## src/rtl/cms_pkg.sv

```systemverilog
`default_nettype none
// ----------------------------------------------------------------------------
// cms_pkg
// Types and constants shared by the charlieplexed matrix scanner files.
// ----------------------------------------------------------------------------
package cms_pkg;

    localparam int ROWS    = 19;
    localparam int COLS    = 18;
    localparam int PLANES  = 2;

    localparam int ROW_W   = 5;
    localparam int BITS_W  = 18;
    localparam int PINS_W  = 19;
    localparam int DWELL_W = 16;
    localparam int CFG_W   = 16;

    localparam int ROW_AW  = (ROWS > 1) ? $clog2(ROWS) : 1;
    localparam int PLANE_W = (PLANES > 1) ? $clog2(PLANES) : 1;

    localparam logic [DWELL_W-1:0] PLANE0_RESET = 16'd20;
    localparam logic [DWELL_W-1:0] PLANE1_RESET = 16'd40;

    typedef logic [ROW_AW-1:0]  row_t;
    typedef logic [PLANE_W-1:0] plane_t;
    typedef logic [COLS-1:0]    cols_t;
    typedef logic [ROWS-1:0]    pins_t;
    typedef logic [DWELL_W-1:0] dwell_t;
    typedef logic [DWELL_W:0]   dwell_ext_t;
    typedef logic [ROW_W-1:0]   row_field_t;
    typedef logic [BITS_W-1:0]  bits_field_t;
    typedef logic [PINS_W-1:0]  pins_field_t;
    typedef logic [CFG_W-1:0]   cfg_data_t;

    typedef enum logic
    {
        OP_TICK  = 1'b0,
        OP_WRITE = 1'b1
    } op_t;

    typedef enum logic
    {
        CFG_PLANE0 = 1'b0,
        CFG_PLANE1 = 1'b1
    } cfg_idx_t;

endpackage
`default_nettype wire

```

## src/rtl/cms_item_if.sv

```systemverilog
`default_nettype none
// ----------------------------------------------------------------------------
// cms_item_if
// Input channel of the scanner: timer ticks and row writes.
// ----------------------------------------------------------------------------
interface cms_item_if;

    logic                 valid;
    logic                 ready;
    cms_pkg::op_t         opcode;
    cms_pkg::row_field_t  row_index;
    cms_pkg::bits_field_t row_bits;

    modport source (output valid, output opcode, output row_index, output row_bits,
                    input ready);
    modport sink   (input valid, input opcode, input row_index, input row_bits,
                    output ready);

endinterface
`default_nettype wire

```

## src/rtl/cms_result_if.sv

```systemverilog
`default_nettype none
// ----------------------------------------------------------------------------
// cms_result_if
// Output channel of the scanner: pin drive for the row on display.
// ----------------------------------------------------------------------------
interface cms_result_if;

    logic                 valid;
    logic                 ready;
    cms_pkg::pins_field_t pin_drive;
    cms_pkg::pins_field_t pin_level;
    cms_pkg::row_field_t  shown_row;
    logic                 shown_plane;

    modport source (output valid, output pin_drive, output pin_level,
                    output shown_row, output shown_plane, input ready);
    modport sink   (input valid, input pin_drive, input pin_level,
                    input shown_row, input shown_plane, output ready);

endinterface
`default_nettype wire

```

## src/rtl/cms_ram.sv

```systemverilog
`default_nettype none
// ----------------------------------------------------------------------------
// cms_ram
// Generic single-write, single-read RAM with a registered read port.
// ----------------------------------------------------------------------------
module cms_ram #(
    parameter int WIDTH = 8,
    parameter int DEPTH = 16
) (
    input  wire logic                               clk,
    input  wire logic                               we,
    input  wire logic [((DEPTH > 1) ? $clog2(DEPTH) : 1)-1:0] waddr,
    input  wire logic [WIDTH-1:0]                   wdata,
    input  wire logic                               re,
    input  wire logic [((DEPTH > 1) ? $clog2(DEPTH) : 1)-1:0] raddr,
    output logic      [WIDTH-1:0]                   rdata
);

    logic [WIDTH-1:0] mem_reg [DEPTH];
    logic [WIDTH-1:0] rdata_reg;

    always_ff @(posedge clk)
    begin
        if (we)
        begin
            mem_reg[waddr] <= wdata;
        end
        if (re)
        begin
            rdata_reg <= mem_reg[raddr];
        end
    end

    assign rdata = rdata_reg;

endmodule
`default_nettype wire

```

## src/rtl/charlieplex_matrix_scanner.sv

```systemverilog
`default_nettype none
// ----------------------------------------------------------------------------
// charlieplex_matrix_scanner
// Scans a charlieplexed LED matrix held in a row memory and gives the pin
// drive of the row on display for every input beat.
//
// The item channel carries ticks and row writes; each accepted beat yields
// exactly one beat on the result channel, in order. A tick advances the dwell
// counter and may step the scan to the next row and bit plane; a write stores
// one row word (a row index past the last row is dropped) and leaves the scan
// where it is. Registers plane0_reg and plane1_reg are written through cfg_we,
// cfg_index and cfg_data; the user must write them only while the block is
// idle, which the block itself does not enforce.
// Each beat passes the registered row memory read, then the output register.
// Throughput is one beat per cycle while the receiver does not stall, set by
// the single read and write port of the row memory. A write to the row being
// read in the same cycle is forwarded around the memory.
// Reset clears the counters, marks every row dark and loads the dwell
// registers with 20 and 40 ticks. When the receiver stalls, the output
// register holds its beat, one more beat is taken into the read stage, and
// then ready drops until the output drains.
// ----------------------------------------------------------------------------
module charlieplex_matrix_scanner (
    input  wire logic              clk,
    input  wire logic              rst_n,
    cms_item_if.sink               item,
    cms_result_if.source           result,
    input  wire logic              cfg_we,
    input  wire cms_pkg::cfg_idx_t cfg_index,
    input  wire cms_pkg::cfg_data_t cfg_data
);

    function automatic cms_pkg::pins_t drive_of(cms_pkg::row_t row, cms_pkg::cols_t bits);
        cms_pkg::pins_t d;
        int anode;
        int pin;
        anode = cms_pkg::ROWS - 1 - int'(row);
        d = cms_pkg::pins_t'(1) << anode;
        for (int c = 0; c < cms_pkg::COLS; c++)
        begin
            pin = (c < anode) ? c : c + 1;
            if (bits[c] && (pin < cms_pkg::ROWS))
            begin
                d[pin] = 1'b1;
            end
        end
        return d;
    endfunction

    cms_pkg::dwell_t plane0_reg;
    cms_pkg::dwell_t plane1_reg;
    cms_pkg::dwell_t dwell_reg;
    cms_pkg::dwell_t dwell_next;
    cms_pkg::row_t   row_reg;
    cms_pkg::row_t   row_next;
    cms_pkg::plane_t plane_reg;
    cms_pkg::plane_t plane_next;
    cms_pkg::pins_t  written_reg;

    logic            s1_valid_reg;
    cms_pkg::row_t   s1_row_reg;
    cms_pkg::plane_t s1_plane_reg;
    logic            s1_fwd_reg;
    logic            s1_written_reg;
    cms_pkg::cols_t  s1_fwd_data_reg;

    logic            out_valid_reg;
    cms_pkg::pins_t  out_drive_reg;
    cms_pkg::pins_t  out_level_reg;
    cms_pkg::row_t   out_row_reg;
    cms_pkg::plane_t out_plane_reg;

    logic              accept;
    logic              s1_move;
    logic              is_write;
    logic              wr_en;
    cms_pkg::row_t     wr_row;
    cms_pkg::cols_t    wr_data;
    cms_pkg::dwell_t   limit;
    cms_pkg::dwell_ext_t dwell_inc;
    logic              step;
    cms_pkg::cols_t    ram_q;
    cms_pkg::cols_t    s1_bits;

    assign s1_move     = s1_valid_reg && (!out_valid_reg || result.ready);
    assign item.ready  = !s1_valid_reg || s1_move;
    assign accept      = item.valid && item.ready;
    assign is_write    = (item.opcode == cms_pkg::OP_WRITE);
    assign wr_row      = cms_pkg::row_t'(item.row_index);
    assign wr_data     = cms_pkg::cols_t'(item.row_bits);
    assign wr_en       = accept && is_write && (int'(item.row_index) < cms_pkg::ROWS);

    always_comb
    begin
        limit = (plane_reg == cms_pkg::plane_t'(0)) ? plane0_reg : plane1_reg;
        if (limit == cms_pkg::dwell_t'(0))
        begin
            limit = cms_pkg::dwell_t'(1);
        end
        dwell_inc  = cms_pkg::dwell_ext_t'(dwell_reg) + cms_pkg::dwell_ext_t'(1);
        step       = (dwell_inc >= cms_pkg::dwell_ext_t'(limit));
        dwell_next = dwell_reg;
        row_next   = row_reg;
        plane_next = plane_reg;
        if (!is_write)
        begin
            if (step)
            begin
                dwell_next = cms_pkg::dwell_t'(0);
                if (row_reg == cms_pkg::row_t'(cms_pkg::ROWS - 1))
                begin
                    row_next = cms_pkg::row_t'(0);
                    if (plane_reg == cms_pkg::plane_t'(cms_pkg::PLANES - 1))
                    begin
                        plane_next = cms_pkg::plane_t'(0);
                    end
                    else
                    begin
                        plane_next = plane_reg + cms_pkg::plane_t'(1);
                    end
                end
                else
                begin
                    row_next = row_reg + cms_pkg::row_t'(1);
                end
            end
            else
            begin
                dwell_next = dwell_inc[cms_pkg::DWELL_W-1:0];
            end
        end
    end

    cms_ram #(
        .WIDTH (cms_pkg::COLS),
        .DEPTH (cms_pkg::ROWS)
    ) u_frame (
        .clk   (clk),
        .we    (wr_en),
        .waddr (wr_row),
        .wdata (wr_data),
        .re    (accept),
        .raddr (row_next),
        .rdata (ram_q)
    );

    always_ff @(posedge clk or negedge rst_n)
    begin
        if (!rst_n)
        begin
            plane0_reg    <= cms_pkg::PLANE0_RESET;
            plane1_reg    <= cms_pkg::PLANE1_RESET;
            dwell_reg     <= '0;
            row_reg       <= '0;
            plane_reg     <= '0;
            written_reg   <= '0;
            s1_valid_reg  <= 1'b0;
            out_valid_reg <= 1'b0;
        end
        else
        begin
            if (cfg_we)
            begin
                unique case (cfg_index)
                    cms_pkg::CFG_PLANE0: plane0_reg <= cfg_data;
                    cms_pkg::CFG_PLANE1: plane1_reg <= cfg_data;
                    default: ;
                endcase
            end
            if (accept)
            begin
                dwell_reg <= dwell_next;
                row_reg   <= row_next;
                plane_reg <= plane_next;
            end
            if (wr_en)
            begin
                written_reg[wr_row] <= 1'b1;
            end
            if (item.ready)
            begin
                s1_valid_reg <= accept;
            end
            if (!out_valid_reg || result.ready)
            begin
                out_valid_reg <= s1_valid_reg;
            end
        end
    end

    always_ff @(posedge clk)
    begin
        if (accept)
        begin
            s1_row_reg      <= row_next;
            s1_plane_reg    <= plane_next;
            s1_fwd_reg      <= wr_en && (wr_row == row_next);
            s1_fwd_data_reg <= wr_data;
            s1_written_reg  <= written_reg[row_next];
        end
        if (s1_move)
        begin
            out_drive_reg <= drive_of(s1_row_reg, s1_bits);
            out_level_reg <= cms_pkg::pins_t'(1) << (cms_pkg::ROWS - 1 - int'(s1_row_reg));
            out_row_reg   <= s1_row_reg;
            out_plane_reg <= s1_plane_reg;
        end
    end

    assign s1_bits = s1_fwd_reg     ? s1_fwd_data_reg :
                     s1_written_reg ? ram_q : cms_pkg::cols_t'(0);

    assign result.valid       = out_valid_reg;
    assign result.pin_drive   = cms_pkg::pins_field_t'(out_drive_reg);
    assign result.pin_level   = cms_pkg::pins_field_t'(out_level_reg);
    assign result.shown_row   = cms_pkg::row_field_t'(out_row_reg);
    assign result.shown_plane = out_plane_reg[0];

endmodule
`default_nettype wire

```

## src/flat_wrapper.sv

```systemverilog
// flat-port wrapper written by rule: the top's interface ports become plain ports
module charlieplex_matrix_scanner_flat 
  (clk, rst_n, cfg_we, cfg_index, cfg_data, item_valid, item_opcode, item_row_index, item_row_bits, item_ready, result_valid, result_pin_drive, result_pin_level, result_shown_row, result_shown_plane, result_ready);
  cms_item_if item_i ();
  cms_result_if result_i ();
  input  wire logic clk;
  input  wire logic rst_n;
  input  wire logic cfg_we;
  input  wire cms_pkg::cfg_idx_t cfg_index;
  input  wire cms_pkg::cfg_data_t cfg_data;
  input wire logic [$bits(item_i.valid)-1:0] item_valid;
  input wire logic [$bits(item_i.opcode)-1:0] item_opcode;
  input wire logic [$bits(item_i.row_index)-1:0] item_row_index;
  input wire logic [$bits(item_i.row_bits)-1:0] item_row_bits;
  output wire logic [$bits(item_i.ready)-1:0] item_ready;
  output wire logic [$bits(result_i.valid)-1:0] result_valid;
  output wire logic [$bits(result_i.pin_drive)-1:0] result_pin_drive;
  output wire logic [$bits(result_i.pin_level)-1:0] result_pin_level;
  output wire logic [$bits(result_i.shown_row)-1:0] result_shown_row;
  output wire logic [$bits(result_i.shown_plane)-1:0] result_shown_plane;
  input wire logic [$bits(result_i.ready)-1:0] result_ready;
  assign item_i.valid = item_valid;
  assign item_i.opcode = item_opcode;
  assign item_i.row_index = item_row_index;
  assign item_i.row_bits = item_row_bits;
  assign item_ready = item_i.ready;
  assign result_valid = result_i.valid;
  assign result_pin_drive = result_i.pin_drive;
  assign result_pin_level = result_i.pin_level;
  assign result_shown_row = result_i.shown_row;
  assign result_shown_plane = result_i.shown_plane;
  assign result_i.ready = result_ready;
  charlieplex_matrix_scanner u_core (.clk(clk), .rst_n(rst_n), .item(item_i), .result(result_i), .cfg_we(cfg_we), .cfg_index(cfg_index), .cfg_data(cfg_data));
endmodule
```

## config.mk

```make
export PLATFORM = sky130hd
export DESIGN_NAME = charlieplex_matrix_scanner_flat
export DESIGN_NICKNAME = d
export VERILOG_FILES = /design/src/rtl/cms_pkg.sv /design/src/rtl/cms_item_if.sv /design/src/rtl/cms_result_if.sv /design/src/rtl/cms_ram.sv /design/src/rtl/charlieplex_matrix_scanner.sv /design/src/flat_wrapper.sv
export SDC_FILE = /design/constraint.sdc
export NUM_CORES = 1
export LEC_CHECK = 0
export ABC_CLOCK_PERIOD_IN_PS = 14330
export BUFFER_PORTS_ARGS = -buffer_cell sky130_fd_sc_hd__buf_2
export CORE_UTILIZATION = 65
export CTS_CLUSTER_DIAMETER = 150
export DETAILED_ROUTE_END_ITERATION = 10
export GPL_TIMING_DRIVEN = 0
export PLACE_DENSITY = 0.86
export SLEW_MARGIN = 0
export SYNTH_ARGS = -nofsm -noshare
export SYNTH_HDL_FRONTEND = slang
export SYNTH_SLANG_ARGS = --single-unit
```

## constraint.sdc

```tcl
create_clock -name clk -period 14.33 [get_ports clk]
set_input_delay 4.299 -clock clk [delete_from_list [all_inputs] [get_ports clk]]
set_output_delay 4.299 -clock clk [all_outputs]
set_load 0.02 [all_outputs]
```

==> results.json <==
{
  "wire_per_inst_um": 25.1,
  "cts_root_buffer": "clkbuf_16",
  "drt-pass1-iter-count": 6,
  "grt_pass1_vias": 13000,
  "cts_sinks": 505,
  "cts.clk_slew.worst_paths_ps": 60,
  "worstMarginPinSlew_ps": 991,
  "grt_max_degree": 75,
  "hold_buffers": 0,
  "gr-usage-met3": 0.0595,
  "yosys_warnings": 0,
  "ys_seq_area_frac": 0.708,
  "setup-violations-final": 0,
  "drt_iter0_drc": 1606,
  "ys_ff_latch": 505,
  "gp_congestion": 0.949,
  "fp-row-count": 65,
  "synth.distinct_cells": 68,
  "min_path_type": "flop to flop",
  "synth_commonest_cells": "edfxtp_1, mux2i_1, nand2_1",
  "hold_viol_final": 0,
  "port_buffers": 89,
  "skew_ps": 26.3,
  "min_period_ps": 9050,
  "clk_latency_ps": 570,
  "cts_buffer_depth": 3,
  "path_class": "input pin to primary output",
  "n_fill_cell": 1747,
  "status": "finished clean",
  "cellPowerDensity_mw_per_mm2": 159,
  "cts_buffers": 49,
  "async_reset_ff_frac": 0.149,
  "crit_fanout": 3,
  "tns_ps": 0,
  "avgSynthCellArea_um2": 16.1,
  "netSwitchingPower_mw": 1.04,
  "p_int_mw": 2.75,
  "cp.arrival_ps": 4750,
  "diodes": 0,
  "fp.dieH_um": 181,
  "core_area_mm2": 0.0316,
  "crit_path_start_kind": "input pin",
  "comb_power_share": 0.204,
  "swShare": 0.275,
  "slew_headroom": 0.338,
  "share_seq_of_total_power": 0.453,
  "start_util": 0.662,
  "end_kind": "primary output",
  "drive_gt1_frac": 0.222,
  "grtUsageTotal": 0.300,
  "synth_top_cell_by_area": "edfxtp_1",
  "netlist_top_cells_area": "edfxtp_1, dfrtp_1, mux2i_1",
  "dieWidth_um": 181,
  "synth_top_cell_area_share": 0.618,
  "synth_cells": 1301,
  "drc": 0,
  "use_met1": 0.379,
  "dp_hpwl_um": 31800,
  "final_nets": 1529,
  "cts_tree": "built",
  "synth_enable_flop_cells": 430,
  "critPathRequiredTime_ps": 10030,
  "ant_nets": 0,
  "grt_use_met2": 0.505,
  "synthesis.area_mm2": 0.0209,
  "synth.net_count": 1368,
  "antenna_found_initial": 1,
  "finalWirelength_um": 47800,
  "synth.most_common_cell": "edfxtp_1",
  "power.share.clock": 0.343,
  "syn2layout_area_growth_pct": 14.3,
  "die_area_mm2": 0.0329,
  "period_share": 0.632,
  "num_vias": 12600,
  "grt_setup_unrepaired": "false",
  "grt_pass1_wl_um": 74000,
  "overflow": 0,
  "drv_slew": 0,
  "max_cap_violations": 0,
  "htreeDepth": 2,
  "ctsResizeCount": 0,
  "post-cts-setup-buffers": 0,
  "leakage_nw": 8.50,
  "vias_per_cell": 6.60,
  "busiest_layer": "met2",
  "ys.flop_type": "edfxtp_1",
  "largest_reg_flops": 342,
  "ios": 92,
  "fmax_mhz": 110,
  "peakVddDrop_mv": 0.114,
  "holdWs_ps": 428
}
[path summary, 6_finish.rpt]
check                                         startpoint                                   to  slack, ps  cells past startpoint
max                                         result_ready                           item_ready       5280                      3
min reg2reg                u_core.s1_plane_reg$_DFFE_PP_  u_core.result.shown_plane$_DFFE_PP_        430                      0
min                        u_core.s1_plane_reg$_DFFE_PP_  u_core.result.shown_plane$_DFFE_PP_        430                      0
min in group asynchronous                          rst_n    u_core.written_reg[8]$_DFFE_PN0P_       3520                      1
max reg2reg                 u_core.plane_reg$_DFFE_PN0P_    u_core.u_frame.rdata[9]$_DFFE_PP_       8060                     16
max in group asynchronous                          rst_n     u_core.plane1_reg[5]$_DFFE_PN1P_      10220                      2
[logic make-up (layout without fill, tap and decap cells)]
family	Yosys count	in the layout	synth area share
AO/OA/AOI/OAI	228	228	0.0788
multiplexers	186	186	0.113
AND/OR/NAND/NOR	255	255	0.0596
adder cells (fa/ha/maj)	21	21	0.0126
XOR/XNOR	27	27	0.0113
flip-flops	505	505	0.708
buffers and inverters	79	280	0.0167
[metal layers]
| layer | wire length, um | vias up |
|---|---|---|
| met5 | 8 | - |
| met4 | 2050 | 2 |
| met3 | 4110 | 160 |
| met2 | 24000 | 765 |
| met1 | 17600 | 6216 |
| li1 | - | 5422 |
[cell type report]
| class | instances | area, um2 | area share |
|---|---|---|---|
| flip-flops and latches | 505 | 14800 | 0.620 |
| multi-input cells | 717 | 5800 | 0.243 |
| clock buffers | 70 | 1360 | 0.0569 |
| repair buffers | 110 | 783 | 0.0328 |
| well taps | 402 | 503 | 0.0211 |
| plain buffers | 63 | 288 | 0.0121 |
| clock inverters | 21 | 277 | 0.0116 |
| inverters | 16 | 61.3 | 0.00257 |
[power groups by stage]
stage | Combinational [mW] | Sequential (mW) | Clock [mW]
floorplan | 0.497 | 1.76 | 0
global placement | 0.711 | 1.74 | 0
detailed placement | 0.747 | 1.75 | 0
CTS | 0.765 | 1.72 | 1.31
global route | 0.816 | 1.73 | 1.36
finish | 0.773 | 1.72 | 1.30
[metrics by stage]
stage          std cells  power, mW  utilization  setup slack (ps)  area [um2]
5_1_grt             1904       3.91        0.756              5250       23900
2_1_floorplan       1301       2.25            -              5450       20900
6_report            1904       3.79        0.756              5280       23900
3_5_place_dp        1813       2.49        0.705              5280       22200
3_3_place_gp        1792       2.45        0.692              5280       21800
4_1_cts             1904       3.79        0.756              5280       23900
[worst max-delay path, stage by stage]
cell and delay (ps):
buf_2 100, nand3b_1 170, buf_2 180
[cell usage in the layout (no fill, tap or decap), drive strengths merged, types with 20 or more instances in the layout]
master,netlist,layout
a211oi,21,21
a21oi,50,50
buf,27,137
clkbuf,36,106
dfrtp,71,71
edfxtp,430,430
ha,21,21
mux2,33,33
mux2i,117,117
mux4,36,36
nand2,73,73
nand3,24,24
nor2,65,65
nor3,20,20
o21ai,46,46
Note: power is estimated with default switching activity, not from simulation.
